`config.mk`:
```
export PLATFORM = sky130hd
export DESIGN_NAME = observer_state_feedback_controller_unit
export DESIGN_NICKNAME = d
export VERILOG_FILES = /design/src/rtl/osfc_pkg.sv /design/src/rtl/observer_state_feedback_controller_unit.sv /design/src/rtl/osfc_csr.sv /design/src/rtl/osfc_ctrl.sv /design/src/rtl/osfc_dp.sv
export SDC_FILE = /design/constraint.sdc
export NUM_CORES = 2
export LEC_CHECK = 0
export BUFFER_PORTS_ARGS = -buffer_cell sky130_fd_sc_hd__buf_4
export CAP_MARGIN = 0
export CORE_MARGIN = 8
export CORE_UTILIZATION = 57
export DETAILED_ROUTE_END_ITERATION = 6
export PLACE_DENSITY = 0.74
export SYNTH_ARGS = -nofsm -noshare
export SYNTH_HDL_FRONTEND = slang
export SYNTH_SLANG_ARGS = --single-unit
export TNS_END_PERCENT = 50
```
`constraint.sdc`:
```
create_clock -name clock -period 10.95 [get_ports clock]
set_input_delay 2.19 -clock clock [delete_from_list [all_inputs] [get_ports clock]]
set_output_delay 2.19 -clock clock [all_outputs]
set_load 0.05 [all_outputs]
```
`src/rtl/osfc_pkg.sv`:
```
// Shared types, constants and helper functions for the observer feedback controller.
package osfc_pkg;

   localparam int CFG_W                  = 24;
   localparam int IN_W                   = 16;
   localparam int OUT_W                  = 16;
   localparam int REG_COUNT              = 8;
   localparam int REG_IDX_W              = 3;
   localparam int ADDR_W                 = 5;
   localparam int DATA_W                 = 32;
   localparam int COEF_FRAC_BITS_DEFAULT = 20;
   localparam int STATE_WIDTH_DEFAULT    = 24;

   // Sequencer length: eleven products plus pipeline drain.
   localparam int STEP_COUNT = 13;
   localparam int STEP_W     = 4;

   typedef enum logic [REG_IDX_W-1:0] {
      REG_SYS_PP = 3'd0,
      REG_SYS_PV = 3'd1,
      REG_SYS_VP = 3'd2,
      REG_SYS_VV = 3'd3,
      REG_OBS_P  = 3'd4,
      REG_OBS_V  = 3'd5,
      REG_FB_P   = 3'd6,
      REG_FB_V   = 3'd7
   } reg_index_type;

   typedef logic [REG_COUNT-1:0][CFG_W-1:0] coef_bank_type;

   localparam coef_bank_type COEF_RESET = {
      24'(-405904),  // REG_FB_V
      24'(-730753),  // REG_FB_P
      24'(1457311),  // REG_OBS_V
      24'(215063),   // REG_OBS_P
      24'(1006843),  // REG_SYS_VV
      24'(-1511313), // REG_SYS_VP
      24'(6606),     // REG_SYS_PV
      24'(833303)    // REG_SYS_PP
   };

   typedef enum logic {
      MODE_STEP = 1'b0,
      MODE_INIT = 1'b1
   } mode_type;

   typedef enum logic [3:0] {
      MUL_NONE,
      MUL_M00,
      MUL_M01,
      MUL_L0,
      MUL_M3P,
      MUL_M10,
      MUL_M11,
      MUL_L1,
      MUL_M3V,
      MUL_NBAR,
      MUL_K0,
      MUL_K1
   } mul_sel_type;

   typedef enum logic [1:0] {
      ACC_HOLD,
      ACC_LOAD,
      ACC_ADD,
      ACC_SUB
   } acc_mode_type;

   typedef enum logic [1:0] {
      FIN_NONE,
      FIN_POS,
      FIN_VEL,
      FIN_DRIVE
   } fin_sel_type;

   typedef struct packed {
      mul_sel_type  mul_sel;
      acc_mode_type acc_mode;
      fin_sel_type  fin_sel;
   } dp_step_type;

   typedef struct packed {
      logic        capture;
      logic        init_load;
      dp_step_type step;
   } dp_cmd_type;

   typedef enum logic {
      ST_IDLE,
      ST_RUN
   } ctrl_state_type;

   // Round num_e4 / 10000 * 2^frac_bits to nearest, halves away from zero.
   function automatic longint coef_const(input longint num_e4, input int frac_bits);
      longint one;
      one = longint'(1) <<< frac_bits;
      if (num_e4 >= 0) begin
         return (num_e4 * one + 5000) / 10000;
      end else begin
         return -(((-num_e4) * one + 5000) / 10000);
      end
   endfunction

endpackage

```
`src/rtl/observer_state_feedback_controller_unit.sv`:
```
// Top level of the observer plus state-feedback controller.
// Each control-step transaction (mode 0) carries a measured and a target position in
// signed Q8.8. The block updates its position and velocity estimates as
// x' = M1*x + L*y + M3*r and returns drive = -K*x' + Nbar*r, with every sum of products
// formed exactly, floored by the coefficient fraction width and saturated; the saturated
// flag reports any clip in the two new estimates or in the drive. An initialize
// transaction (mode 1) loads the position estimate with the measurement, clears the
// velocity estimate and returns nothing. Schedule: one shared multiplier produces the
// eleven products one per cycle, feeding an accumulator through a product register; a
// control step writes its result once the output register is free, and the next
// transaction is taken after that write. req_stall is high while a step is in work.
// The result sits in an output register, so a step is accepted while the previous result
// still waits. Gains M1, L and K are written through the APB-style port at byte address
// 4*i (i in register order) and should only be changed while the block is idle; M3 and
// Nbar are built in.
module observer_state_feedback_controller_unit #(
   parameter int COEF_FRAC_BITS = osfc_pkg::COEF_FRAC_BITS_DEFAULT,
   parameter int STATE_WIDTH    = osfc_pkg::STATE_WIDTH_DEFAULT
) (
   input  logic                              clock,
   input  logic                              reset,
   // request channel
   input  logic                              req_valid,
   output logic                              req_stall,
   input  logic                              req_mode,
   input  logic signed [osfc_pkg::IN_W-1:0]  req_measured_pos,
   input  logic signed [osfc_pkg::IN_W-1:0]  req_target_pos,
   // response channel
   output logic                              rsp_valid,
   input  logic                              rsp_stall,
   output logic signed [osfc_pkg::OUT_W-1:0] rsp_drive_angle,
   output logic                              rsp_saturated,
   // configuration port
   input  logic                              psel,
   input  logic                              penable,
   input  logic                              pwrite,
   input  logic [osfc_pkg::ADDR_W-1:0]       paddr,
   input  logic [osfc_pkg::DATA_W-1:0]       pwdata,
   output logic [osfc_pkg::DATA_W-1:0]       prdata,
   output logic                              pready
);
   import osfc_pkg::*;

   coef_bank_type coef;  // current gain set
   dp_cmd_type    cmd;   // per-cycle datapath command from the sequencer

   // Gain registers; writes land directly, reads come back sign-extended.
   osfc_csr u_csr (
      .clock   (clock),
      .reset   (reset),
      .psel    (psel),
      .penable (penable),
      .pwrite  (pwrite),
      .paddr   (paddr),
      .pwdata  (pwdata),
      .prdata  (prdata),
      .pready  (pready),
      .coef    (coef)
   );

   // Sequencer: accepts a transaction, walks the product schedule, owns response valid.
   osfc_ctrl u_ctrl (
      .clock     (clock),
      .reset     (reset),
      .req_valid (req_valid),
      .req_mode  (req_mode),
      .req_stall (req_stall),
      .rsp_valid (rsp_valid),
      .rsp_stall (rsp_stall),
      .cmd       (cmd)
   );

   // Datapath: operand select, multiplier, accumulator, clip, estimates, output register.
   osfc_dp #(
      .COEF_FRAC_BITS (COEF_FRAC_BITS),
      .STATE_WIDTH    (STATE_WIDTH)
   ) u_dp (
      .clock            (clock),
      .reset            (reset),
      .cmd              (cmd),
      .coef             (coef),
      .req_measured_pos (req_measured_pos),
      .req_target_pos   (req_target_pos),
      .rsp_drive_angle  (rsp_drive_angle),
      .rsp_saturated    (rsp_saturated)
   );

endmodule

```
`src/rtl/osfc_csr.sv`:
```
// Register bank for the controller gains with an APB-style access port.
module osfc_csr (
   input  logic                         clock,
   input  logic                         reset,
   input  logic                         psel,
   input  logic                         penable,
   input  logic                         pwrite,
   input  logic [osfc_pkg::ADDR_W-1:0]  paddr,
   input  logic [osfc_pkg::DATA_W-1:0]  pwdata,
   output logic [osfc_pkg::DATA_W-1:0]  prdata,
   output logic                         pready,
   output osfc_pkg::coef_bank_type      coef
);
   import osfc_pkg::*;

   coef_bank_type         regs_ff;
   coef_bank_type         regs_in;
   logic [REG_IDX_W-1:0]  idx;

   assign idx    = paddr[ADDR_W-1:2];
   assign pready = 1'b1;
   assign coef   = regs_ff;
   assign prdata = DATA_W'(signed'(regs_ff[idx]));

   always_comb begin
      regs_in = regs_ff;
      if (psel && penable && pwrite) begin
         regs_in[idx] = pwdata[CFG_W-1:0];
      end
   end

   always_ff @(posedge clock) begin
      if (reset) begin
         regs_ff <= COEF_RESET;
      end else begin
         regs_ff <= regs_in;
      end
   end

endmodule

```
`src/rtl/osfc_ctrl.sv`:
```
// Sequencer that steps the shared multiply-accumulate datapath through one control step.
module osfc_ctrl (
   input  logic                 clock,
   input  logic                 reset,
   input  logic                 req_valid,
   input  logic                 req_mode,
   output logic                 req_stall,
   output logic                 rsp_valid,
   input  logic                 rsp_stall,
   output osfc_pkg::dp_cmd_type cmd
);
   import osfc_pkg::*;

   // Per-step schedule: product issue, accumulate from the product register, finish from the accumulator.
   localparam dp_step_type STEP_TABLE [STEP_COUNT] = '{
      '{MUL_M00,  ACC_HOLD, FIN_NONE},
      '{MUL_M01,  ACC_LOAD, FIN_NONE},
      '{MUL_L0,   ACC_ADD,  FIN_NONE},
      '{MUL_M3P,  ACC_ADD,  FIN_NONE},
      '{MUL_M10,  ACC_ADD,  FIN_NONE},
      '{MUL_M11,  ACC_LOAD, FIN_POS},
      '{MUL_L1,   ACC_ADD,  FIN_NONE},
      '{MUL_M3V,  ACC_ADD,  FIN_NONE},
      '{MUL_NBAR, ACC_ADD,  FIN_NONE},
      '{MUL_K0,   ACC_LOAD, FIN_VEL},
      '{MUL_K1,   ACC_SUB,  FIN_NONE},
      '{MUL_NONE, ACC_SUB,  FIN_NONE},
      '{MUL_NONE, ACC_HOLD, FIN_DRIVE}
   };
   localparam logic [STEP_W-1:0] STEP_LAST = STEP_W'(STEP_COUNT - 1);
   localparam dp_step_type STEP_IDLE = '{MUL_NONE, ACC_HOLD, FIN_NONE};

   ctrl_state_type      state_ff, state_in;
   logic [STEP_W-1:0]   cnt_ff, cnt_in;
   logic                rsp_valid_ff, rsp_valid_in;
   logic                out_busy;
   logic                accept;

   assign out_busy  = rsp_valid_ff && rsp_stall;
   assign rsp_valid = rsp_valid_ff;

   // Next state
   always_comb begin
      state_in     = state_ff;
      cnt_in       = cnt_ff;
      rsp_valid_in = out_busy;
      case (state_ff)
         ST_IDLE: begin
            if (req_valid && (req_mode == MODE_STEP)) begin
               state_in = ST_RUN;
               cnt_in   = '0;
            end
         end
         ST_RUN: begin
            if (cnt_ff == STEP_LAST) begin
               if (!out_busy) begin
                  state_in     = ST_IDLE;
                  rsp_valid_in = 1'b1;
               end
            end else begin
               cnt_in = cnt_ff + 1'b1;
            end
         end
         default: begin
            state_in = ST_IDLE;
         end
      endcase
   end

   // Outputs
   always_comb begin
      req_stall     = 1'b1;
      cmd.capture   = 1'b0;
      cmd.init_load = 1'b0;
      cmd.step      = STEP_IDLE;
      accept        = 1'b0;
      case (state_ff)
         ST_IDLE: begin
            req_stall     = 1'b0;
            accept        = req_valid;
            cmd.capture   = accept;
            cmd.init_load = accept && (req_mode == MODE_INIT);
         end
         ST_RUN: begin
            cmd.step = STEP_TABLE[cnt_ff];
            // hold the final write until the output register frees up
            if ((cnt_ff == STEP_LAST) && out_busy) begin
               cmd.step = STEP_IDLE;
            end
         end
         default: begin
            req_stall = 1'b1;
         end
      endcase
   end

   always_ff @(posedge clock) begin
      if (reset) begin
         state_ff     <= ST_IDLE;
         cnt_ff       <= '0;
         rsp_valid_ff <= 1'b0;
      end else begin
         state_ff     <= state_in;
         cnt_ff       <= cnt_in;
         rsp_valid_ff <= rsp_valid_in;
      end
   end

endmodule

```
`src/rtl/osfc_dp.sv`:
```
// Datapath: shared multiplier, accumulator, saturation and estimate registers.
module osfc_dp #(
   parameter int COEF_FRAC_BITS = osfc_pkg::COEF_FRAC_BITS_DEFAULT,
   parameter int STATE_WIDTH    = osfc_pkg::STATE_WIDTH_DEFAULT
) (
   input  logic                              clock,
   input  logic                              reset,
   input  osfc_pkg::dp_cmd_type              cmd,
   input  osfc_pkg::coef_bank_type           coef,
   input  logic signed [osfc_pkg::IN_W-1:0]  req_measured_pos,
   input  logic signed [osfc_pkg::IN_W-1:0]  req_target_pos,
   output logic signed [osfc_pkg::OUT_W-1:0] rsp_drive_angle,
   output logic                              rsp_saturated
);
   import osfc_pkg::*;

   localparam int CW     = (COEF_FRAC_BITS + 1 > CFG_W) ? COEF_FRAC_BITS + 1 : CFG_W;
   localparam int PROD_W = CW + STATE_WIDTH;
   localparam int ACC_W  = PROD_W + 2;

   localparam logic signed [CW-1:0] M3P_C  = CW'(coef_const(2, COEF_FRAC_BITS));
   localparam logic signed [CW-1:0] M3V_C  = CW'(coef_const(521, COEF_FRAC_BITS));
   localparam logic signed [CW-1:0] NBAR_C = CW'(coef_const(-6969, COEF_FRAC_BITS));

   logic signed [STATE_WIDTH-1:0] est_pos_ff, est_pos_in;
   logic signed [STATE_WIDTH-1:0] est_vel_ff, est_vel_in;
   logic signed [IN_W-1:0]        y_ff, r_ff;
   logic signed [PROD_W-1:0]      prod_ff, prod_in;
   logic signed [ACC_W-1:0]       acc_ff, acc_in;
   logic signed [OUT_W-1:0]       drive_ff, drive_in;
   logic                          sat_ff, sat_in;
   logic                          hit_ff, hit_in;

   logic signed [CW-1:0]          a_op;
   logic signed [STATE_WIDTH-1:0] b_op;
   logic signed [ACC_W-1:0]       sh;
   logic                          st_ovf, out_ovf;
   logic signed [STATE_WIDTH-1:0] st_sat;
   logic signed [OUT_W-1:0]       out_sat;

   assign rsp_drive_angle = drive_ff;
   assign rsp_saturated   = sat_ff;

   // Operand select for the shared multiplier
   always_comb begin
      a_op = '0;
      b_op = '0;
      case (cmd.step.mul_sel)
         MUL_M00:  begin a_op = CW'(signed'(coef[REG_SYS_PP])); b_op = est_pos_ff; end
         MUL_M01:  begin a_op = CW'(signed'(coef[REG_SYS_PV])); b_op = est_vel_ff; end
         MUL_L0:   begin a_op = CW'(signed'(coef[REG_OBS_P]));  b_op = STATE_WIDTH'(y_ff); end
         MUL_M3P:  begin a_op = M3P_C;                          b_op = STATE_WIDTH'(r_ff); end
         MUL_M10:  begin a_op = CW'(signed'(coef[REG_SYS_VP])); b_op = est_pos_ff; end
         MUL_M11:  begin a_op = CW'(signed'(coef[REG_SYS_VV])); b_op = est_vel_ff; end
         MUL_L1:   begin a_op = CW'(signed'(coef[REG_OBS_V]));  b_op = STATE_WIDTH'(y_ff); end
         MUL_M3V:  begin a_op = M3V_C;                          b_op = STATE_WIDTH'(r_ff); end
         MUL_NBAR: begin a_op = NBAR_C;                         b_op = STATE_WIDTH'(r_ff); end
         MUL_K0:   begin a_op = CW'(signed'(coef[REG_FB_P]));   b_op = est_pos_ff; end
         MUL_K1:   begin a_op = CW'(signed'(coef[REG_FB_V]));   b_op = est_vel_ff; end
         default:  begin a_op = '0;                             b_op = '0; end
      endcase
   end

   assign prod_in = PROD_W'(a_op) * PROD_W'(b_op);

   always_comb begin
      case (cmd.step.acc_mode)
         ACC_LOAD: acc_in = ACC_W'(prod_ff);
         ACC_ADD:  acc_in = acc_ff + ACC_W'(prod_ff);
         ACC_SUB:  acc_in = acc_ff - ACC_W'(prod_ff);
         default:  acc_in = acc_ff;
      endcase
   end

   // Floor shift and clip to the state and drive widths
   assign sh      = acc_ff >>> COEF_FRAC_BITS;
   assign st_ovf  = !((&sh[ACC_W-1:STATE_WIDTH-1]) || !(|sh[ACC_W-1:STATE_WIDTH-1]));
   assign st_sat  = st_ovf ? {sh[ACC_W-1], {(STATE_WIDTH-1){~sh[ACC_W-1]}}}
                           : sh[STATE_WIDTH-1:0];
   assign out_ovf = !((&sh[ACC_W-1:OUT_W-1]) || !(|sh[ACC_W-1:OUT_W-1]));
   assign out_sat = out_ovf ? {sh[ACC_W-1], {(OUT_W-1){~sh[ACC_W-1]}}}
                            : sh[OUT_W-1:0];

   always_comb begin
      est_pos_in = est_pos_ff;
      est_vel_in = est_vel_ff;
      drive_in   = drive_ff;
      sat_in     = sat_ff;
      hit_in     = hit_ff;
      if (cmd.capture) begin
         hit_in = 1'b0;
      end
      if (cmd.init_load) begin
         est_pos_in = STATE_WIDTH'(req_measured_pos);
         est_vel_in = '0;
      end
      case (cmd.step.fin_sel)
         FIN_POS: begin
            est_pos_in = st_sat;
            hit_in     = hit_ff | st_ovf;
         end
         FIN_VEL: begin
            est_vel_in = st_sat;
            hit_in     = hit_ff | st_ovf;
         end
         FIN_DRIVE: begin
            drive_in = out_sat;
            sat_in   = hit_ff | out_ovf;
         end
         default: begin
            drive_in = drive_ff;
         end
      endcase
   end

   always_ff @(posedge clock) begin
      if (reset) begin
         est_pos_ff <= '0;
         est_vel_ff <= '0;
      end else begin
         est_pos_ff <= est_pos_in;
         est_vel_ff <= est_vel_in;
      end
   end

   always_ff @(posedge clock) begin
      if (cmd.capture) begin
         y_ff <= req_measured_pos;
         r_ff <= req_target_pos;
      end
      prod_ff  <= prod_in;
      acc_ff   <= acc_in;
      drive_ff <= drive_in;
      sat_ff   <= sat_in;
      hit_ff   <= hit_in;
   end

endmodule

```
=== Word-level counts from Yosys, hierarchy flattened ===
Memories as Yosys holds them, arrays and structs flattened.
Index checks and enable logic that the tools add are counted.

* Register bits: 394
* Memories kept: 1
* Bits in read-only memories: 128
* Logic and storage cells: 112
* Output and inout port bits: 52

{| class="wikitable"
|+ Memory list
! name !! depth !! bits a word !! read ports !! clocked after memory_dff !! wr ports !! RTL line !! source
|-
| (no name shown) || 16 || 8 || 1 || 0 || 0 || osfc_ctrl.sv:85 || <nowiki>cmd.step = STEP_TABLE[cnt_ff];</nowiki>
|}

* Reductions and logical operators: 27
* Bitwise gates (word level): 6
* Add/subtract/negate cells: 3
* Magnitude comparators: 3
* Muxes and demuxes: 31
* Equal/unequal tests: 20
* $mul: 1

{| class="wikitable"
|+ Operators with widths
! kind !! number
|-
| case mux 24 bit (11 select lines) || 1
|-
| bitwise mux 192 bit || 1
|-
| two-way mux 24 bit || 7
|-
| case mux 50 bit (3 select lines) || 1
|-
| case mux 24 bit (4 select lines) || 1
|-
| binary-select mux 24 bit (select 3 bit) || 1
|-
| demux 24 bit (select 3 bit) || 1
|-
| adder 50 x 48 -> 50 bit || 1
|-
| subtractor 50 x 48 -> 50 bit || 1
|-
| multiplier 24 x 24 -> 48 bit || 1
|-
| two-way mux 8 bit || 4
|-
| equality test 4 bit, second input constant || 5
|-
| equality test 4 x 3 -> 1 bit, second input constant || 4
|-
| two-way mux 16 bit || 1
|-
| AND reduction 15 bit || 1
|-
| OR reduction 15 bit || 1
|-
| OR reduction 3 bit || 3
|-
| equality test 2 bit, second input constant || 4
|-
| equality test 4 x 2 -> 1 bit, second input constant || 2
|-
| two-way mux 1 bit || 8
|-
| two-way mux 4 bit || 2
|-
| case mux 4 bit (2 select lines) || 1
|-
| logical AND 1 bit || 7
|-
| AND reduction 7 bit || 1
|-
| 20 further kinds || 31
|}

=== Longest topological paths before layout ===
* Depth after elaboration: 10
* Mapped depth: 39
* Mapped depth without buffers: 36

=== By module ===
Synthesis repeated with hierarchy kept, for this count alone.

* Cells, all modules: 4609
* Area total of the unflattened synthesis: 42918.7 µm²

{| class="wikitable"
|+ By module, submodules not included
! module !! cells an instance !! times used !! area an instance (µm²)
|-
| osfc_dp || 3719 || 1 || 33543.4
|-
| osfc_csr || 829 || 1 || 8902.3
|-
| osfc_ctrl || 61 || 1 || 473.0
|}

=== Worst setup path after synthesis ===
Ideal clock, no wire load.

* Kind: input to register
* Start point: input rsp_stall
* End point: register u_dp.prod_ff[46]
* Data arrival time: 10.075 ns
* Cell stages on the path: 32
* Setup time: 0.072 ns
* Slack: 0.803 ns
* Cell sequence: nand2_1 o21ai_1 nor4_2 clkbuf_1 buf_2 a22oi_1 nand2_1 a211o_1 clkbuf_1 nand2_1 fa_1 fa_1 fa_1 inv_1 fa_1 inv_1 fa_1 inv_1 fa_1 inv_1 fa_1 inv_1 ha_1 nand2_1 or3_1 or3_1 o22a_1 a31oi_1 a41oi_1 a31o_2 o21ai_0 xor2_1

* Longest elaborated chain between the ends: 8
* Elaborated cells on any way between the ends: 22

{| class="wikitable"
|+ RTL lines
! element !! RTL line !! source
|-
| start: declaration || observer_state_feedback_controller_unit.sv:30 || <nowiki>input logic rsp_stall,</nowiki>
|-
| logical AND 1 bit * || osfc_ctrl.sv:39 || <nowiki>assign out_busy = rsp_valid_ff && rsp_stall;</nowiki>
|-
| logical AND 1 bit * || osfc_ctrl.sv:87 || <nowiki>if ((cnt_ff == STEP_LAST) && out_busy) begin</nowiki>
|-
| two-way mux 8 bit * || osfc_ctrl.sv:87 ||
|-
| two-way mux 8 bit * || osfc_ctrl.sv:77 || <nowiki>case (state_ff)</nowiki>
|-
| equality test 4 x 2 -> 1 bit, or another cell as far along || osfc_dp.sv:48 || <nowiki>case (cmd.step.mul_sel)</nowiki>
|-
| OR reduction 3 bit (no line) / OR reduction 2 bit (equally long branches) || n/a ||
|-
| case mux 24 bit (4 select lines) || osfc_dp.sv:48 ||
|-
| multiplier 24 x 24 -> 48 bit * || osfc_dp.sv:64 || <nowiki>assign prod_in = PROD_W'(a_op) * PROD_W'(b_op);</nowiki>
|-
| net u_dp.prod_in[46] || osfc_dp.sv:28 || <nowiki>logic signed [PROD_W-1:0] prod_ff, prod_in;</nowiki>
|-
| end signal: assignment || osfc_dp.sv:131 || <nowiki>prod_ff <= prod_in;</nowiki>
|-
| end: declaration || osfc_dp.sv:28 ||
|}

The timed path passes the listed nets; every way through them passes the cells marked *.
A chain may end at the register's enable or synchronous reset.

=== Worst setup path after layout ===
* Start point: input rsp_stall
* End point: register u_dp.prod_ff[44]

The elaborated chain is that of the path after synthesis.

==> reports/qor.csv <==
metric,value,unit
cpPeakStageDelay,0.57,ns
maxCapViolCount,0,
clk_path_buf_depth,3,
cp.arrival,10.96,ns
yosysUniqueCellTypes,84,
hold_buffers,0,
antenna_found_initial,7,
grt_pass1_vias,36600,
cts_tree,built,
synth_flop_cell,dfxtp_1,
grt.total_usage,31.1,%
fin_util,63.3,%
synth_area_leader_cell,fa_1,
postCtsResizedCells,0,
synth_area,0.0417,mm^2
ys_seq_elements,394,
powerDensity,100,mW/mm^2
layout_commonest_cell,nand2_1,
r2r_start,u_ctrl.cnt_ff[0]$_SDFFE_PP0P_,
routed_via_density,6.01,
startpoint_type,primary input,
grt-ovfl-total,0,
max_freq,95.5,MHz
worstMarginPinSlew,1.26,ns
hp-start,u_csr.coef[57]$_SDFFE_PP0P_,
cp.required,11.44,ns
cts_setup_buffers,0,
grt_max_degree,144,
die_width,286,um
wl_per_cell,21.7,um
ant_nets,0,
synthCells,4829,
synth_edf_count,100,
status,completed,
cts_sinks,394,
slew_headroom,15.8,%
worstSetupEndpointType,register,
whs,0.472,ns
die_area,0.0820,mm^2
clock_latency,0.56,ns
grt_pass1_wl,202,mm
cp_common_cell,buf_4,
ys_seq_area_share,21.3,%
crit_type,primary input to register,
synthArstFlopShare,0,%
synth_area_leaders,"fa_1 29%, dfxtp_1 14%, nand2_1 9.0%",
vias,35400,
worst_clock_skew,0.0344,ns
whs_path_depth,2,
fin_crit_sh,95.6,%
worstRegToRegCells,37,
rrSetupSlack,0.99,ns
slowest_stage,fa_1,
syn2layout_area_growth,10.4,%
setup_tns,0,ns
finalWirelength,128,mm
cts_max_level,2,
avgSynthCellArea,8.63,um^2
drtPass1Iterations,6,
multi_input_comb_area,0.0291,mm^2
syn_nets,5706,
drt_iter0_markers,3541,
rr_endpoint,u_dp.prod_ff[40]$_DFF_P_,
hold_violations,0,
leakage,21.3,nW
cts-root-buf,clkbuf_16,
drc,0,
cp_max_fo,11,
rows,99,
hpwlAfterDp,96.8,mm
worst_ir_drop_vdd,0.000131,V
nets,5782,
most-common-layout-cells,"999 x nand2_1, 700 x inv_1, 608 x fa_1, 298 x buf_4, 294 x dfxtp_1",
finalCriticalPeriod,10.47,ns
rsz0062_at_grt,no,
coreArea,0.0727,mm^2
min_to,u_csr.coef[57]$_SDFFE_PP0P_,
ios,129,
slew_viol_final,0,
hold_class,register to register,
setup_violations,0,
die-height,286,um
yosys_warnings,0,
numCtsBuffers,39,
total_power,0.00462,W
numPortBuffers,117,
synth_top_area_share,29.2,%
clkTransAtPathRegs,0.07,ns
gp_congestion,0.949,
initial_core_util,57.3,%
drive_above_1_share,9.75,%
regArea,0.00889,mm^2
fillers,6100,
area by class of cell:
type	instances	area share (%)
multi-input combinational	3436	63.2
sequential	394	19.3
timing repair buffer	333	6.37
inverter	701	5.72
tap	959	2.61
clock buffer	56	2.46
clock inverter	14	0.356
antenna	2	0.0109
Yosys cell counts, types with 25 or more instances:
cell type / count
nand2_1: 999
inv_1: 701
fa_1: 608
dfxtp_1: 294
a21oi_1: 256
nor2_1: 241
clkbuf_1: 224
ha_1: 192
a22oi_1: 145
o21ai_0: 120
nand3b_1: 105
edfxtp_1: 100
xnor2_1: 98
a21o_1: 62
and2_1: 62
nand3_1: 51
nand4_1: 49
xor2_1: 45
a211oi_1: 43
mux2_2: 40
buf_2: 31
clkbuf_2: 25
how the worst max path moves through the flow:
| stage | depth (start not counted) | start | slack (ns) | end |
|---|---|---|---|---|
| 4_1_cts | 35 | rsp_stall | 0.58 | u_dp.prod_ff[44]$_DFF_P_ |
| 3_3_place_gp | 35 | rsp_stall | 0.13 | u_dp.prod_ff[44]$_DFF_P_ |
| 6_report | 36 | rsp_stall | 0.48 | u_dp.prod_ff[44]$_DFF_P_ |
| 3_5_place_dp | 35 | rsp_stall | 0.03 | u_dp.prod_ff[44]$_DFF_P_ |
| 5_1_grt | 32 | rsp_stall | 0.06 | u_dp.prod_ff[43]$_DFF_P_ |
| 2_1_floorplan | 32 | rsp_stall | 0.80 | u_dp.prod_ff[46]$_DFF_P_ |
metal layers:
metal | global-route usage [%] | share of wire (%) | vias up
li1 | - | - | 15700
met1 | 38.0 | 36 | 17400
met2 | 51.4 | 47 | 1862
met3 | 6.20 | 9.9 | 515
met4 | 17.6 | 7.0 | 6
met5 | 0 | 0.026 | -
critical path: cells and delay by family:
family	cells	cell delay, ns
buffers and inverters	11	1.80
and+or+nand+nor	8	1.05
xor gates and xnor gates	1	0.16
AOI/OAI and AO/OA	8	2.27
adders and majority gates	8	3.47
where the power goes:
part / internal, W / leakage [nW] / switching, W
registers: 0.00152 / 3.30 / 0.0000346
clock network: 0.000797 / 0.638 / 0.000606
logic: 0.000649 / 17.4 / 0.00101
total: 0.00297 / 21.3 / 0.00165
flip-flops by register name, summed over array words and instances (netlist names), 4 cells and up:
signal                flops
u_csr.coef              192
u_dp.prod_ff             48
u_dp.est_pos_ff          24
u_ctrl.cnt_ff             4
u_dp.y_ff                16
u_dp.acc_ff              50
u_dp.rsp_drive_angle     16
u_dp.r_ff                16
u_dp.est_vel_ff          24
per-stage QoR:
| step | setup slack, ns | std cells | cell area [um^2] |
|---|---|---|---|
| 2_1_floorplan | 0.803 | 4829 | 41700 |
| 3_3_place_gp | 0.130 | 5823 | 44700 |
| 3_5_place_dp | 0.0326 | 5823 | 44700 |
| 4_1_cts | 0.576 | 5893 | 46000 |
| 5_1_grt | 0.0556 | 5893 | 46000 |
| 6_report | 0.481 | 5895 | 46000 |
cell families (layout without fill, tap and decap cells):
group / Yosys count / count (layout) / share of synthesized area [%]
other cells: 1 / 3 / 0.00900
fa+ha+maj: 800 / 800 / 35.0
simple gates: 1656 / 1656 / 17.9
flops: 394 / 394 / 21.3
xor+xnor: 143 / 143 / 3.01
buf+inv: 999 / 1104 / 9.26
mux: 44 / 44 / 1.18
compound gates: 792 / 792 / 12.4
(Power assumes the default switching activity.)
